File: src/rtl/core/board_occupancy_change_detector_assert.svh
// ---------------------------------------------------------------------------
// Assertion macros for the board occupancy change detector
// Clocked implication checks, gated off during reset.
// ---------------------------------------------------------------------------
`ifndef BOARD_OCCUPANCY_CHANGE_DETECTOR_ASSERT_SVH
`define BOARD_OCCUPANCY_CHANGE_DETECTOR_ASSERT_SVH

// same-cycle implication
`define BOC_ASSERT_IMP(lbl, clk, rst, ante, cons) \
   lbl: assert property (@(posedge clk) disable iff (rst) (ante) |-> (cons)) \
      else $error("board change detector check failed");

// next-cycle implication
`define BOC_ASSERT_NXT(lbl, clk, rst, ante, cons) \
   lbl: assert property (@(posedge clk) disable iff (rst) (ante) |=> (cons)) \
      else $error("board change detector check failed");

`endif

File: src/rtl/core/boc_pkg.sv
// ---------------------------------------------------------------------------
// boc_pkg
// Shared types and constants of the board occupancy change detector.
// ---------------------------------------------------------------------------
package boc_pkg;

   localparam int CELL_COUNT = 64;
   localparam int ADDR_W     = 6;
   localparam int SAMPLE_W   = 12;
   localparam int FILE_W     = 7;
   localparam int RANK_W     = 6;

   // ASCII bases: file letter counts down from 'h', rank counts up from '1'
   localparam logic [FILE_W-1:0]   FILE_BASE    = 7'd104;
   localparam logic [RANK_W-1:0]   RANK_BASE    = 6'd49;
   localparam logic [SAMPLE_W-1:0] THRESH_RESET = 12'd100;

   localparam logic ACTION_BIAS    = 1'b0;
   localparam logic ACTION_MEASURE = 1'b1;

   localparam logic STATUS_OK    = 1'b0;
   localparam logic STATUS_SHORT = 1'b1;

   // item held in the board update stage
   typedef struct packed {
      logic                action;
      logic                in_grid;
      logic [ADDR_W-1:0]   addr;
      logic [SAMPLE_W-1:0] sample;
      logic                eos;
   } item_type;

   // end-of-scan snapshot handed to the encoder
   typedef struct packed {
      logic [CELL_COUNT-1:0] now_board;
      logic [CELL_COUNT-1:0] changed;
   } scan_type;

endpackage

File: src/rtl/core/board_occupancy_change_detector.sv
// Path to rsp_valid: update stage, encoder snapshot, then output register.
// Throughput: one item per cycle unless stalled, via the single bias read port.
// Two move items can wait at the output; input stalls once both are held and
// the next ending measure item reaches the update stage.
// Reset: synchronous, active high; clears both boards and loads threshold 100.
// The bias memory is not cleared and holds unknown data until written.
// ---------------------------------------------------------------------------
// board_occupancy_change_detector
// Hall sensor grid occupancy tracking and move detection at end of scan.
// ---------------------------------------------------------------------------
`include "board_occupancy_change_detector_assert.svh"

module board_occupancy_change_detector #(
   parameter int GRID_SIDE = 8
) (
   input  logic                          clock,
   input  logic                          reset,
   // sample items
   input  logic                          req_valid,
   output logic                          req_stall,
   input  logic                          req_action,
   input  logic [2:0]                    req_row,
   input  logic [2:0]                    req_col,
   input  logic [boc_pkg::SAMPLE_W-1:0]  req_sample,
   input  logic                          req_end_of_scan,
   // move items
   output logic                          rsp_valid,
   input  logic                          rsp_stall,
   output logic [boc_pkg::FILE_W-1:0]    rsp_from_file,
   output logic [boc_pkg::RANK_W-1:0]    rsp_from_rank,
   output logic [boc_pkg::FILE_W-1:0]    rsp_to_file,
   output logic [boc_pkg::RANK_W-1:0]    rsp_to_rank,
   output logic                          rsp_status,
   // threshold register
   input  logic                          csr_valid,
   output logic                          csr_ready,
   input  logic [boc_pkg::SAMPLE_W-1:0]  csr_wdata
);

   localparam logic [3:0] SIDE = 4'(GRID_SIDE);

   logic [boc_pkg::SAMPLE_W-1:0] threshold_ff;
   logic                         s1_valid_ff, s1_valid_in;
   boc_pkg::item_type            item_ff;
   logic                         req_in_grid;
   logic                         req_accept;
   logic [boc_pkg::ADDR_W-1:0]   req_addr;
   logic                         s1_res;
   logic                         s1_go;
   logic                         s2_ready;
   logic [boc_pkg::SAMPLE_W-1:0] bias_rd;
   boc_pkg::scan_type            scan;
   logic                         rsp_held;
   logic [26:0]                  rsp_payload;
   logic                         rsp_ok;
   logic                         move_distinct;
   logic                         s1_blocked;

   // input decode
   assign req_in_grid = ({1'b0, req_row} < SIDE) && ({1'b0, req_col} < SIDE);
   assign req_addr    = {req_row, req_col};
   assign req_accept  = req_valid && !req_stall;

   // update stage advance: result items need room in the encoder
   assign s1_res    = (item_ff.action == boc_pkg::ACTION_MEASURE) && item_ff.eos;
   assign s1_go     = s1_valid_ff && (!s1_res || s2_ready);
   assign req_stall = s1_valid_ff && !s1_go;

   // threshold register
   assign csr_ready = 1'b1;
   always_ff @(posedge clock) begin
      if (reset) begin
         threshold_ff <= boc_pkg::THRESH_RESET;
      end else if (csr_valid && csr_ready) begin
         threshold_ff <= csr_wdata;
      end
   end

   // update stage occupancy
   assign s1_valid_in = req_accept ? 1'b1 : (s1_go ? 1'b0 : s1_valid_ff);
   always_ff @(posedge clock) begin
      if (reset) begin
         s1_valid_ff <= 1'b0;
      end else begin
         s1_valid_ff <= s1_valid_in;
      end
   end

   always_ff @(posedge clock) begin
      if (req_accept) begin
         item_ff.action  <= req_action;
         item_ff.in_grid <= req_in_grid;
         item_ff.addr    <= req_addr;
         item_ff.sample  <= req_sample;
         item_ff.eos     <= req_end_of_scan;
      end
   end

   boc_bias_mem u_bias_mem (
      .clock   (clock),
      .wr_en   (req_accept && (req_action == boc_pkg::ACTION_BIAS) && req_in_grid),
      .wr_addr (req_addr),
      .wr_data (req_sample),
      .rd_en   (req_accept),
      .rd_addr (req_addr),
      .rd_data (bias_rd)
   );

   boc_board_update u_board_update (
      .clock     (clock),
      .reset     (reset),
      .step      (s1_go),
      .item      (item_ff),
      .bias      (bias_rd),
      .threshold (threshold_ff),
      .scan      (scan)
   );

   boc_move_encode u_move_encode (
      .clock         (clock),
      .reset         (reset),
      .load          (s1_go && s1_res),
      .scan_in       (scan),
      .ready         (s2_ready),
      .rsp_valid     (rsp_valid),
      .rsp_stall     (rsp_stall),
      .rsp_from_file (rsp_from_file),
      .rsp_from_rank (rsp_from_rank),
      .rsp_to_file   (rsp_to_file),
      .rsp_to_rank   (rsp_to_rank),
      .rsp_status    (rsp_status)
   );

   // check terms
   assign rsp_held      = rsp_valid && rsp_stall;
   assign rsp_payload   = {rsp_from_file, rsp_from_rank, rsp_to_file, rsp_to_rank, rsp_status};
   assign rsp_ok        = rsp_valid && (rsp_status == boc_pkg::STATUS_OK);
   assign move_distinct = (rsp_from_file != rsp_to_file) || (rsp_from_rank != rsp_to_rank);
   assign s1_blocked    = s1_valid_ff && s1_res && !s2_ready;

   // checks
   `BOC_ASSERT_IMP(a_stall_needs_item, clock, reset, req_stall, s1_valid_ff)
   `BOC_ASSERT_NXT(a_stalled_move_holds, clock, reset, rsp_held, rsp_valid && $stable(rsp_payload))
   `BOC_ASSERT_IMP(a_ok_means_two_squares, clock, reset, rsp_ok, move_distinct)
   `BOC_ASSERT_IMP(a_result_item_waits, clock, reset, s1_blocked, req_stall)

endmodule

File: src/rtl/core/boc_bias_mem.sv
// ---------------------------------------------------------------------------
// boc_bias_mem
// Per-square bias store: one write port, one registered read port.
// ---------------------------------------------------------------------------
module boc_bias_mem (
   input  logic                          clock,
   input  logic                          wr_en,
   input  logic [boc_pkg::ADDR_W-1:0]    wr_addr,
   input  logic [boc_pkg::SAMPLE_W-1:0]  wr_data,
   input  logic                          rd_en,
   input  logic [boc_pkg::ADDR_W-1:0]    rd_addr,
   output logic [boc_pkg::SAMPLE_W-1:0]  rd_data
);

   logic [boc_pkg::SAMPLE_W-1:0] mem [boc_pkg::CELL_COUNT];
   logic [boc_pkg::SAMPLE_W-1:0] rd_data_ff;

   // write port
   always_ff @(posedge clock) begin
      if (wr_en) begin
         mem[wr_addr] <= wr_data;
      end
   end

   // read port, registered, holds while not enabled
   always_ff @(posedge clock) begin
      if (rd_en) begin
         rd_data_ff <= mem[rd_addr];
      end
   end

   assign rd_data = rd_data_ff;

endmodule

File: src/rtl/core/boc_board_update.sv
// ---------------------------------------------------------------------------
// boc_board_update
// Threshold compare and read-modify-write of the scan and previous boards.
// ---------------------------------------------------------------------------
module boc_board_update (
   input  logic                          clock,
   input  logic                          reset,
   input  logic                          step,
   input  boc_pkg::item_type             item,
   input  logic [boc_pkg::SAMPLE_W-1:0]  bias,
   input  logic [boc_pkg::SAMPLE_W-1:0]  threshold,
   output boc_pkg::scan_type             scan
);

   logic [boc_pkg::CELL_COUNT-1:0] scan_board_ff, scan_board_in;
   logic [boc_pkg::CELL_COUNT-1:0] previous_board_ff, previous_board_in;
   logic [boc_pkg::SAMPLE_W:0]     diff;
   logic                           occupied;
   logic                           measure;
   logic [boc_pkg::CELL_COUNT-1:0] now_board;

   // signed difference sample - bias against the threshold
   assign diff     = {1'b0, item.sample} - {1'b0, bias};
   assign occupied = $signed(diff) > $signed({1'b0, threshold});
   assign measure  = (item.action == boc_pkg::ACTION_MEASURE);

   // board with this item's square applied
   always_comb begin
      now_board = scan_board_ff;
      if (measure && item.in_grid) begin
         now_board[item.addr] = occupied;
      end
   end

   // next state of both boards
   always_comb begin
      scan_board_in     = scan_board_ff;
      previous_board_in = previous_board_ff;
      if (step && measure) begin
         scan_board_in = now_board;
         if (item.eos) begin
            previous_board_in = now_board;
         end
      end
   end

   always_ff @(posedge clock) begin
      if (reset) begin
         scan_board_ff     <= '0;
         previous_board_ff <= '0;
      end else begin
         scan_board_ff     <= scan_board_in;
         previous_board_ff <= previous_board_in;
      end
   end

   assign scan.now_board = now_board;
   assign scan.changed   = previous_board_ff ^ now_board;

endmodule

File: src/rtl/core/boc_move_encode.sv
// ---------------------------------------------------------------------------
// boc_move_encode
// Finds first and last changed square column-major and registers the move.
// ---------------------------------------------------------------------------
module boc_move_encode (
   input  logic                          clock,
   input  logic                          reset,
   input  logic                          load,
   input  boc_pkg::scan_type             scan_in,
   output logic                          ready,
   output logic                          rsp_valid,
   input  logic                          rsp_stall,
   output logic [boc_pkg::FILE_W-1:0]    rsp_from_file,
   output logic [boc_pkg::RANK_W-1:0]    rsp_from_rank,
   output logic [boc_pkg::FILE_W-1:0]    rsp_to_file,
   output logic [boc_pkg::RANK_W-1:0]    rsp_to_rank,
   output logic                          rsp_status
);

   logic                           s2_valid_ff, s2_valid_in;
   boc_pkg::scan_type              snap_ff;
   logic                           rsp_valid_ff, rsp_valid_in;
   logic [boc_pkg::FILE_W-1:0]     from_file_ff, to_file_ff;
   logic [boc_pkg::RANK_W-1:0]     from_rank_ff, to_rank_ff;
   logic                           status_ff;
   logic                           out_free;
   logic                           s2_move;
   logic [boc_pkg::CELL_COUNT-1:0] col_major;
   logic [boc_pkg::ADDR_W-1:0]     lo_pos, hi_pos;
   logic                           any_chg;
   logic                           two_chg;
   logic [2:0]                     r1, c1, r2, c2;
   logic [2:0]                     fr, fc, tr, tc;

   // handshake between snapshot stage and output register
   assign out_free = !rsp_valid_ff || !rsp_stall;
   assign s2_move  = s2_valid_ff && out_free;
   assign ready    = !s2_valid_ff || out_free;

   // reorder so bit c*8+r holds square (r, c)
   always_comb begin
      for (int r = 0; r < 8; r++) begin
         for (int c = 0; c < 8; c++) begin
            col_major[c*8 + r] = snap_ff.changed[r*8 + c];
         end
      end
   end

   // lowest and highest set position
   always_comb begin
      lo_pos  = '0;
      hi_pos  = '0;
      any_chg = 1'b0;
      for (int k = 0; k < boc_pkg::CELL_COUNT; k++) begin
         if (col_major[k] && !any_chg) begin
            lo_pos  = boc_pkg::ADDR_W'(k);
            any_chg = 1'b1;
         end
      end
      for (int k = 0; k < boc_pkg::CELL_COUNT; k++) begin
         if (col_major[k]) begin
            hi_pos = boc_pkg::ADDR_W'(k);
         end
      end
   end

   // squares not found count as row 0, col 0
   assign two_chg = any_chg && (lo_pos != hi_pos);
   assign r1 = lo_pos[2:0];
   assign c1 = lo_pos[5:3];
   assign r2 = two_chg ? hi_pos[2:0] : 3'd0;
   assign c2 = two_chg ? hi_pos[5:3] : 3'd0;

   // first changed square occupied now -> it is the destination
   always_comb begin
      if (snap_ff.now_board[{r1, c1}]) begin
         fr = r2; fc = c2; tr = r1; tc = c1;
      end else begin
         fr = r1; fc = c1; tr = r2; tc = c2;
      end
   end

   assign s2_valid_in  = load ? 1'b1 : (s2_move ? 1'b0 : s2_valid_ff);
   assign rsp_valid_in = out_free ? s2_valid_ff : rsp_valid_ff;

   // control
   always_ff @(posedge clock) begin
      if (reset) begin
         s2_valid_ff  <= 1'b0;
         rsp_valid_ff <= 1'b0;
      end else begin
         s2_valid_ff  <= s2_valid_in;
         rsp_valid_ff <= rsp_valid_in;
      end
   end

   // payload
   always_ff @(posedge clock) begin
      if (load) begin
         snap_ff <= scan_in;
      end
      if (s2_move) begin
         from_file_ff <= boc_pkg::FILE_BASE - {4'd0, fr};
         from_rank_ff <= boc_pkg::RANK_BASE + {3'd0, fc};
         to_file_ff   <= boc_pkg::FILE_BASE - {4'd0, tr};
         to_rank_ff   <= boc_pkg::RANK_BASE + {3'd0, tc};
         status_ff    <= two_chg ? boc_pkg::STATUS_OK : boc_pkg::STATUS_SHORT;
      end
   end

   assign rsp_valid     = rsp_valid_ff;
   assign rsp_from_file = from_file_ff;
   assign rsp_from_rank = from_rank_ff;
   assign rsp_to_file   = to_file_ff;
   assign rsp_to_rank   = to_rank_ff;
   assign rsp_status    = status_ff;

endmodule
File: config.mk
export PLATFORM = sky130hd
export DESIGN_NAME = board_occupancy_change_detector
export DESIGN_NICKNAME = d
export VERILOG_FILES = /design/src/rtl/core/boc_pkg.sv /design/src/rtl/core/board_occupancy_change_detector.sv /design/src/rtl/core/boc_bias_mem.sv /design/src/rtl/core/boc_board_update.sv /design/src/rtl/core/boc_move_encode.sv
export VERILOG_INCLUDE_DIRS = /design/src /design/src/rtl/core
export SDC_FILE = /design/constraint.sdc
export NUM_CORES = 1
export LEC_CHECK = 0
export CAP_MARGIN = 20
export CORE_ASPECT_RATIO = 0.75
export CORE_MARGIN = 3
export CORE_UTILIZATION = 40
export CTS_CLUSTER_SIZE = 10
export DETAILED_ROUTE_END_ITERATION = 10
export DONT_BUFFER_PORTS = 1
export PLACE_DENSITY = 0.51
export SYNTH_ARGS = -nofsm -noshare
export SYNTH_HDL_FRONTEND = slang
export SYNTH_SLANG_ARGS = --single-unit
File: constraint.sdc
create_clock -name clock -period 8.1 [get_ports clock]
set_input_delay 1.215 -clock clock [delete_from_list [all_inputs] [get_ports clock]]
set_output_delay 1.215 -clock clock [all_outputs]
set_load 0.1 [all_outputs]
Word-level counts from Yosys, hierarchy flattened
Memory sizes are Yosys's and may differ from the RTL's. A register that Yosys moved wholly into a read port is not among the register bits.
Index checks and enable logic that the tools add are counted.
Operators by class
  $add $sub $neg: 5
  $lt $le $gt $ge: 4
  equal/unequal tests: 1
  mux-type cells: 209
  bitwise operators: 2
  reductions and logical operators: 148
Operator list (number)
  6-bit 2-to-1 mux: 64
  5-bit 2-to-1 mux: 32
  1-bit 2-to-1 mux: 75
  1-bit logical AND: 73
  1-bit logical NOT: 69
  64-bit bitwise mux: 1
  4-bit 2-to-1 mux: 16
  64-bit 2-to-1 mux: 1
  64-bit bitwise XOR: 1
  3-bit 2-to-1 mux: 14
  6-bit by 7-bit < comparator with 1-bit output, second input constant: 2
  6-bit by 4-bit subtractor with 7-bit output, first input constant: 2
  13-bit greater-than comparator: 1
  12-bit by 12-bit subtractor with 13-bit output: 1
  5-bit by 4-bit adder with 6-bit output, first input constant: 2
  2-bit 2-to-1 mux: 4
  1-bit binary-select mux with 6-bit select: 1
  1-bit demux with 6-bit select: 1
  6-bit by 1-bit >= comparator with 1-bit output, second input constant: 1
  6-bit != test: 1
  2-bit nonzero test: 2
  1-bit logical OR: 3
  2-bit AND reduction: 1
  1-bit inverter: 1
Storage, ports and cells
  register bits: 318
  RAM bits: 768
  input bits: 37
  logic and storage cells: 387
  memories kept: 1
Memories
  u_bias_mem.mem: depth 64, bits a word 12, rd ports 1, clocked after Yosys merged registers in 1, write ports 1, line boc_bias_mem.sv:15  | logic [boc_pkg::SAMPLE_W-1:0] mem [boc_pkg::CELL_COUNT];

Longest topological paths before layout
Gate-level depths: netlist of the first run.
  depth in word-level cells: 195
  gate-level depth with buffers: 23
  mapped depth without buffers: 21

Cells and area by module
From an unflattened synthesis of the first run, not the netlist that was laid out.
Unflattened totals
  cells, all modules: 2888
  area, all modules: 46642.2 µm²
By module, submodules not included
  boc_bias_mem: times used 1, cells each 1339, area an instance 29971.2 µm²
  boc_board_update: times used 1, cells each 886, area an instance 8274.2 µm²
  boc_move_encode: times used 1, cells each 592, area an instance 7268.2 µm²
  board_occupancy_change_detector: times used 1, cells each 71, area an instance 1128.6 µm²

Worst setup path after synthesis of the first run
Ideal clock, no wire load.
  kind: input to register
  start point: input rsp_stall
  end point: register u_move_encode.snap_ff, in the netlist u_move_encode.col_major[0] (enable)
  setup time: 0.542 ns
  data arrival time: 5.720 ns
  slack: 1.838 ns
  cell stages on the path: 5
  path buffers: 2
  cells stage by stage: nand4_1 nor2b_1 and2_1 clkbuf_1 clkbuf_1
On the way
  longest elaborated chain between the ends: 6
RTL lines
  from (decl): line board_occupancy_change_detector.sv:28  | input logic rsp_stall,
  1-bit logical NOT: line boc_move_encode.sv:36  | assign out_free = !rsp_valid_ff || !rsp_stall;
  1-bit logical OR: line boc_move_encode.sv:36
  1-bit logical OR: line boc_move_encode.sv:38  | assign ready = !s2_valid_ff || out_free;
  1-bit logical OR: line board_occupancy_change_detector.sv:66  | assign s1_go = s1_valid_ff && (!s1_res || s2_ready);
  1-bit logical AND: line board_occupancy_change_detector.sv:66
  1-bit logical AND: line board_occupancy_change_detector.sv:122  | .load (s1_go && s1_res),
  via u_move_encode.load: line boc_move_encode.sv:8  | input logic load,
  to (signal assigned): line boc_move_encode.sv:100  | snap_ff <= scan_in;
  to (decl): line boc_move_encode.sv:21  | boc_pkg::scan_type snap_ff;
The timed path passes the listed nets, and every way through them passes these cells.
A chain may end at the register's enable or synchronous reset.

Worst setup path after layout of the first run
  start point: register u_move_encode.snap_ff, in the netlist u_move_encode.col_major[7]
  end point: register u_move_encode.to_rank_ff, in the netlist u_move_encode.rsp_to_rank[2] (data pin)
On the way
  longest elaborated chain between the ends: 175
  elaborated cells on any way between the ends: 291
  classes of those cells: 1 x add/sub; 1 x eq/ne; 175 x mux; 114 x reduce/logical
RTL lines
  parallel branches: the longest is 173 deep, another holds 1-bit logical AND
  3-bit 2-to-1 mux *: line boc_move_encode.sv:76  | if (snap_ff.now_board[{r1, c1}]) begin
  5-bit by 4-bit adder with 6-bit output *: line boc_move_encode.sv:106  | to_rank_ff <= boc_pkg::RANK_BASE + {3'd0, tc};
  to (signal assigned): line boc_move_encode.sv:106
  to (decl): line boc_move_encode.sv:24  | logic [boc_pkg::RANK_W-1:0] from_rank_ff, to_rank_ff;
Every way passes the cells marked *. The select of a mux whose other input is x is not followed.

==> results.json, run 1 <==
{
  "cts_root_buffer": "clkbuf_16",
  "syn-mean-instance-area_um2": 13.91,
  "hold_viol": 0,
  "layout-drive-gt1-share_pct": 9.018,
  "end_kind": "flop",
  "first_iter_violations": 3286,
  "timing.fmax_ghz": 0.1646,
  "cts_tree": "yes",
  "port_buffers": 0,
  "track_usage_pct": 23.27,
  "grt-ovfl-total": 0,
  "drv_slew": 0,
  "worst_setup_path_start_kind": "flop",
  "synth_cells": 3160,
  "drt_pre_antenna_iters": 5,
  "clock_power_share_pct": 41.5,
  "grt_pass1_vias": 26585,
  "worst_pin_slew_ns": 1.232,
  "insertion_delay_ns": 0.73,
  "gp_congestion": 0.8949,
  "clock_sinks": 1088,
  "cts_resized": 0,
  "r2r-end": "u_move_encode.rsp_to_rank[2]",
  "p_sw_uw": 2642,
  "ys_seq_elements": 1088,
  "final.fill_count": 9399,
  "fin_crit_sh_pct": 75.00,
  "worstPathRequired_ns": 8.51,
  "die_area_um2": 113900,
  "status": "finished clean",
  "ys_seq_area_share_pct": 71.08,
  "use_met1_pct": 37.06,
  "power.density_nw_per_um2": 236.9,
  "reg2regPathDepth": 14,
  "power_frac_comb_pct": 5.6,
  "setup_viol": 0,
  "die_w_um": 388.8,
  "rrSetupSlack_ns": 2.02,
  "postCtsSetupRepairBufs": 0,
  "criticalPathCategory": "flop to flop",
  "crit_fanout": 10,
  "slew-limit-headroom_pct": 17.11,
  "grt_max_degree": 186,
  "via_count": 28126,
  "ys_warn_count": 0,
  "seq_power_share_pct": 52.9,
  "fin_skew_ns": 0.05329,
  "p_sw_share_pct": 22.60,
  "grt_first_pass_wirelength_mm": 193.2,
  "use_met3_pct": 6.313,
  "ir_drop_v": 0.0001680,
  "synthFlopType": "edfxtp_1",
  "viasPerCell": 6.009,
  "area_growth_pct": 12.26,
  "tns_ns": 0,
  "synth_cell_types": 83,
  "hpwl_mm": 84.44,
  "h-tree-depth": 3,
  "dp.cells": 4502,
  "num_rows": 104,
  "nets": 3268,
  "hold_end": "u_board_update.scan_board_ff[12]",
  "drt.antenna.violating_nets": 0,
  "synth_edf_count": 945,
  "total_leakage_power_uw": 0.01585,
  "reg2reg_from": "u_move_encode.col_major[7]",
  "wl_per_cell_um": 28.99,
  "holdWs_ns": 0.4524,
  "cts_made_buffers": 121,
  "async_flop_share_pct": 0,
  "cp.arrival_ns": 6.49,
  "fin_crit_ns": 6.075,
  "grtUsageMet2_pct": 31.56,
  "fp.dieH_um": 293.1,
  "ctsLongestPathBuffers": 3,
  "syn_area_um2": 43950,
  "finalPower_uw": 11690,
  "min-delay-start": "u_board_update.scan_board_ff[12]",
  "antenna_found_initial": 3,
  "routed_wl_mm": 135.7,
  "cap_violations": 0,
  "internal_power_uw": 9047,
  "hold_buffers": 0,
  "layout.cells.non_filler": 4681,
  "rsz0062_at_grt": "false",
  "final_core_utilization_pct": 45.63,
  "hp-class": "flop to flop",
  "ios": 67,
  "initial_core_util_pct": 40.64,
  "core_um2": 108100,
  "clk_pin_slew_ns": 0.06,
  "hold_depth": 2,
  "grt-busiest-layer": "met1",
  "post-route-drc-count": 0
}
==> state kept, by name, indices dropped and copies added (netlist names), 4 cells and up <==
name / cells
u_move_encode.rsp_to_rank: 4
u_move_encode.rsp_to_file: 4
u_move_encode.rsp_from_rank: 4
u_bias_mem.mem: 768
item_ff: 20
u_move_encode.rsp_from_file: 4
u_board_update.scan_board_ff: 64
threshold_ff: 12
u_move_encode.col_major: 64
u_board_update.previous_board_ff: 64
u_move_encode.snap_ff: 64
u_bias_mem.rd_data: 12
==> cell usage after synthesis, types with 31 or more instances <==
master,number,area (um^2)
clkbuf_1,148,555.5
nor2_1,239,897.1
inv_1,115,431.7
nand2_1,129,484.2
nand3_1,97,485.5
dfxtp_1,143,2863
a22oi_1,233,1749
a22o_1,77,674.4
o21ai_0,115,575.6
nor4_1,37,231.5
a221oi_1,77,674.4
xnor2_1,70,613.1
a31oi_1,78,488.0
edfxtp_1,945,28380
mux2i_1,115,1151
a21oi_1,180,900.9
buf_1,31,116.4
==> kinds of logic (layout without fill, tap and decap cells) <==
logic type | Yosys count | in the layout | synth area share (%)
other | 2 | 12 | 0.01709
multiplexers | 122 | 122 | 2.850
AND/OR/NAND/NOR | 646 | 646 | 7.023
XOR/XNOR | 74 | 74 | 1.475
adder cells (fa/ha/maj) | 30 | 30 | 0.8655
buffers and inverters | 314 | 394 | 2.841
flip-flops | 1088 | 1088 | 71.08
AO/OA/AOI/OAI | 884 | 884 | 13.85
==> per-layer routing <==
metal,wire [um],vias to the layer above
li1,-,12369
met1,65040,14380
met2,55320,1236
met3,13310,141
met4,2012,0
met5,0,-
==> final cells by class <==
class | instances | area [um^2] | area share [%]
sequential | 1088 | 31240 | 63.32
multi-input combinational | 1767 | 11580 | 23.48
clock buffer | 158 | 3177 | 6.439
tap | 1431 | 1790 | 3.629
timing repair buffer | 108 | 929.6 | 1.884
inverter | 116 | 436.7 | 0.8850
clock inverter | 12 | 178.9 | 0.3626
antenna | 1 | 2.502 | 0.005072
==> worst max path at each step <==
| stage | start | end | slack (ns) | cells past startpoint |
|---|---|---|---|---|
| finish | u_move_encode.col_major[7] | u_move_encode.rsp_to_rank[2] | 2.02 | 14 |
| global route | u_move_encode.col_major[6] | u_move_encode.rsp_to_rank[2] | 1.64 | 15 |
| CTS | u_move_encode.col_major[7] | u_move_encode.rsp_to_rank[2] | 2.06 | 14 |
| detailed placement | u_move_encode.col_major[7] | u_move_encode.rsp_to_rank[2] | 2.14 | 14 |
| global placement | u_move_encode.col_major[7] | u_move_encode.rsp_to_rank[2] | 2.33 | 14 |
| floorplan | rsp_stall | u_move_encode.col_major[0] | 1.84 | 5 |
==> layout by cell type (no fill, tap or decap), types with 6 or more instances in the layout <==
cell type / instances
edfxtp_1: 945
nor2_1: 235
a22oi_1: 233
a21oi_1: 179
dfxtp_1: 143
nand2_1: 129
clkbuf_16: 121
inv_1: 115
o21ai_0: 115
mux2i_1: 115
nand3_1: 97
buf_4: 91
a31oi_1: 78
a221oi_1: 77
a22o_1: 77
xnor2_1: 70
clkbuf_1: 36
nor4_1: 35
nand4_1: 30
a211oi_1: 29
ha_1: 28
nor3_1: 26
o211ai_1: 14
nor2b_1: 13
or4_1: 13
nand2b_1: 11
conb_1: 11
o21bai_1: 9
buf_12: 8
o21a_1: 7
o31ai_1: 7
a211o_1: 7
a21o_1: 6
or2_2: 6
clkinv_2: 6
==> metrics by stage <==
step	cell area [um^2]	setup slack, ns
2_1_floorplan	43980	1.838
3_3_place_gp	45870	2.326
3_5_place_dp	45900	2.140
4_1_cts	49250	2.060
5_1_grt	49340	1.642
6_report	49340	2.025
==> power by group through the flow <==
stage | Clock [uW] | Sequential, uW | Combinational [uW]
after global routing | 5170 | 6190 | 704
after CTS | 4960 | 6190 | 644
final | 4850 | 6190 | 651
after global placement | 0 | 6300 | 634
after floorplan | 0 | 6290 | 448
after detailed placement | 0 | 6300 | 641
==> critical path: stages, from the launching register on <==
cell	delay, ns
edfxtp_1	0.44
nor4_1	0.80
nand4_1	0.75
nor2_1	0.57
a21oi_1	0.27
nand2_1	0.50
mux2i_1	0.24
mux2_2	0.39
a22oi_1	0.68
a21oi_1	0.20
a21o_1	0.21
ha_1	0.23
and2_1	0.15
o211ai_1	0.20
o211ai_1	0.12
Power figures use the tool's default switching activity.
==> run 2: changes to the inputs <==
--- a/config.mk
+++ b/config.mk
@@ -6,6 +6,7 @@
 export SDC_FILE = /design/constraint.sdc
 export NUM_CORES = 1
 export LEC_CHECK = 0
+export ABC_AREA = 1
 export CAP_MARGIN = 20
 export CORE_ASPECT_RATIO = 0.75
 export CORE_MARGIN = 3
@@ -13,7 +14,7 @@
 export CTS_CLUSTER_SIZE = 10
 export DETAILED_ROUTE_END_ITERATION = 10
 export DONT_BUFFER_PORTS = 1
-export PLACE_DENSITY = 0.51
+export PLACE_DENSITY = 0.53
 export SYNTH_ARGS = -nofsm -noshare
 export SYNTH_HDL_FRONTEND = slang
 export SYNTH_SLANG_ARGS = --single-unit
==> constraint.sdc (replaced) <==
create_clock -name clock -period 5.13 [get_ports clock]
set_input_delay 0.7695 -clock clock [delete_from_list [all_inputs] [get_ports clock]]
set_output_delay 0.7695 -clock clock [all_outputs]
set_load 0.1 [all_outputs]
==> run 2 against run 1 <==
Synthesized area decreased by 0.81%. Largest power group unchanged. Critical path type unchanged. Power is 60% higher. Worst setup slack worse by 1.8 ns. Global-route usage decreased by 2.4 points. Synthesized cell count grew 8.6%. Clock power up 59%. Register-to-register slack worse by 1.8 ns.
==> results.json, run 2 <==
{
  "crit_fanout": 6,
  "drv_slew": 0,
  "clk_pin_slew_ns": 0.06,
  "final_cell_mix": "edfxtp_1, nand2_1, inv_1, nor2_1, a21oi_1",
  "slowest_delay_ns": 0.41,
  "synth.top_cell.area_share_pct": 65.10,
  "worst_pin_slew_ns": 1.213,
  "h-tree-depth": 3,
  "post_dp_cell_area_um2": 46000,
  "reg2reg_from": "u_move_encode.col_major[1]",
  "fin_skew_ns": 0.09212,
  "grt_first_pass_wirelength_mm": 176.2,
  "num_rows": 104,
  "synthFlopType": "edfxtp_1",
  "synth_cells": 3433,
  "rsz0062_at_grt": "true",
  "track_usage_pct": 20.88,
  "cts_made_buffers": 120,
  "antenna_cells": 0,
  "port_buffers": 0,
  "layout_commonest_cell": "edfxtp_1",
  "die_area_um2": 113000,
  "grt-ovfl-total": 0,
  "synth_commonest_cells": "edfxtp_1, nand2_1, inv_1",
  "layout.cells.non_filler": 5051,
  "dp.cells": 4842,
  "antenna_found_initial": 0,
  "first_iter_violations": 2606,
  "criticalPathCategory": "flop to flop",
  "status": "finished clean",
  "syn-mean-instance-area_um2": 12.70,
  "via_count": 27525,
  "worst_slack_ns": 0.2440,
  "area_growth_pct": 14.70,
  "ir_drop_v": 0.0003224,
  "nets": 3636,
  "top_register": "u_bias_mem.mem",
  "setup_viol": 0,
  "ios": 67,
  "wl_per_cell_um": 23.87,
  "async_flop_share_pct": 0,
  "cts_tree": "yes",
  "syn_area_um2": 43590,
  "hold_buffers": 0,
  "end_kind": "flop",
  "synth_cell_types": 59,
  "ys_warn_count": 0,
  "insertion_delay_ns": 0.73,
  "hp-class": "input pin to flop",
  "cts_root_buffer": "clkbuf_16",
  "final_area_um2": 50000,
  "synth_edf_count": 945,
  "grt_pass1_vias": 26021,
  "cap_violations": 0,
  "core_um2": 107700,
  "routed_wl_mm": 120.6,
  "min-delay-start": "reset",
  "power.density_nw_per_um2": 374.1,
  "synth_area_leader_cell": "edfxtp_1",
  "post-place-ws_ns": -0.05557,
  "gp_congestion": 0.8819,
  "crit_start": "u_move_encode.col_major[1]",
  "fp.dieH_um": 291.9,
  "ctsLongestPathBuffers": 3,
  "initial_core_util_pct": 40.46,
  "fin_crit_sh_pct": 95.24,
  "total_leakage_power_uw": 0.01736,
  "holdWs_ns": 0.1123,
  "clock_sinks": 1088,
  "slew-limit-headroom_pct": 19.11,
  "layout-drive-gt1-share_pct": 11.35,
  "hpwl_mm": 73.61,
  "grt_max_degree": 151,
  "drt_pre_antenna_iters": 6,
  "cp.arrival_ns": 5.37,
  "worst_setup_path_start_kind": "flop",
  "yosysMostFrequentCell": "edfxtp_1",
  "die_w_um": 387.2,
  "timing.fmax_ghz": 0.2047,
  "ys_seq_area_share_pct": 71.66,
  "crit_slowest_cell": "edfxtp_1",
  "post-route-drc-count": 0,
  "largest_reg_flops": 768,
  "ys_seq_elements": 1088,
  "fin_crit_ns": 4.886,
  "drt.antenna.violating_nets": 0,
  "crit_top_cell": "nor2_4",
  "hold_viol": 0,
  "viasPerCell": 5.449,
  "synthTopCellsByArea": "edfxtp_1, dfxtp_1, nand2_1, a21oi_1, inv_1",
  "worstPathRequired_ns": 5.62
}
[run 2: cell type report]
cell class | count | area (um^2)
Clock buffer | 163 | 3237
Clock inverter | 9 | 182.7
Fill cell | 9652 | 57740
Inverter | 263 | 999.7
Multi-Input combinational cell | 1927 | 11070
Sequential cell | 1088 | 31240
Tap cell | 1431 | 1790
Timing Repair Buffer | 170 | 1480
[run 2: cells by family (layout without fill, tap and decap cells)]
family | count (synthesis) | count (layout) | synth area share (%)
AO/OA/AOI/OAI | 783 | 784 | 11.89
XOR/XNOR | 75 | 75 | 1.507
adder cells (fa/ha/maj) | 29 | 29 | 0.8496
buffers and inverters | 431 | 605 | 3.878
flip-flops | 1088 | 1088 | 71.66
multiplexers | 3 | 3 | 0.07175
other | 2 | 11 | 0.01723
AND/OR/NAND/NOR | 1022 | 1025 | 10.12
[run 2: per-stage QoR]
stage	utilization, %	setup TNS [ns]	power [uW]
final	46.41	0	18700
after global routing	46.41	-0.5026	19340
after CTS	45.87	0	18840
after detailed placement	42.69	-0.1502	11140
after global placement	42.69	0	11130
after floorplan	-	0	10730
[run 2: worst max-delay path, delay by kind of cell (launching register included)]
kind	cells	cell delay, ns
AO/OA/AOI/OAI	3	0.47
adder cells (fa/ha/maj)	1	0.15
buffers and inverters	14	0.85
flip-flops	1	0.41
multiplexers	1	0.17
AND/OR/NAND/NOR	24	2.56
[run 2: routing by layer]
layer,up-vias,GRT usage (%),part of all wire (%)
met5,-,0,0
met2,818,30.26,43
met4,0,5.401,2.4
met3,175,4.004,6.1
met1,13686,32.13,49
li1,12846,-,-
[run 2: what timing repair did]
| action | CTS | global route |
|---|---|---|
| gates cloned | 0 | 5 |
| pin swaps | 0 | 23 |
| resized for setup | 1 | 69 |
| setup buffers | 0 | 31 |
| endpoints found under the setup margin | 5 | 19 |
[run 2: path summary, 6_finish.rpt]
kind | cells after the start | endpoint | slack [ns]
hold reg to reg | 2 | threshold_ff[1] | 0.47
hold / removal | 1 | s1_valid_ff | 0.11
setup reg to reg | 43 | u_move_encode.rsp_from_rank[2] | 0.24
setup / recovery | 43 | u_move_encode.rsp_from_rank[2] | 0.24
[run 2: power by group]
| group | internal (uW) | switching, uW | leakage (uW) |
|---|---|---|---|
| logic | 348 | 787 | 0.00597 |
| registers | 9760 | 85.6 | 0.00974 |
| clock network | 4380 | 3340 | 0.00165 |
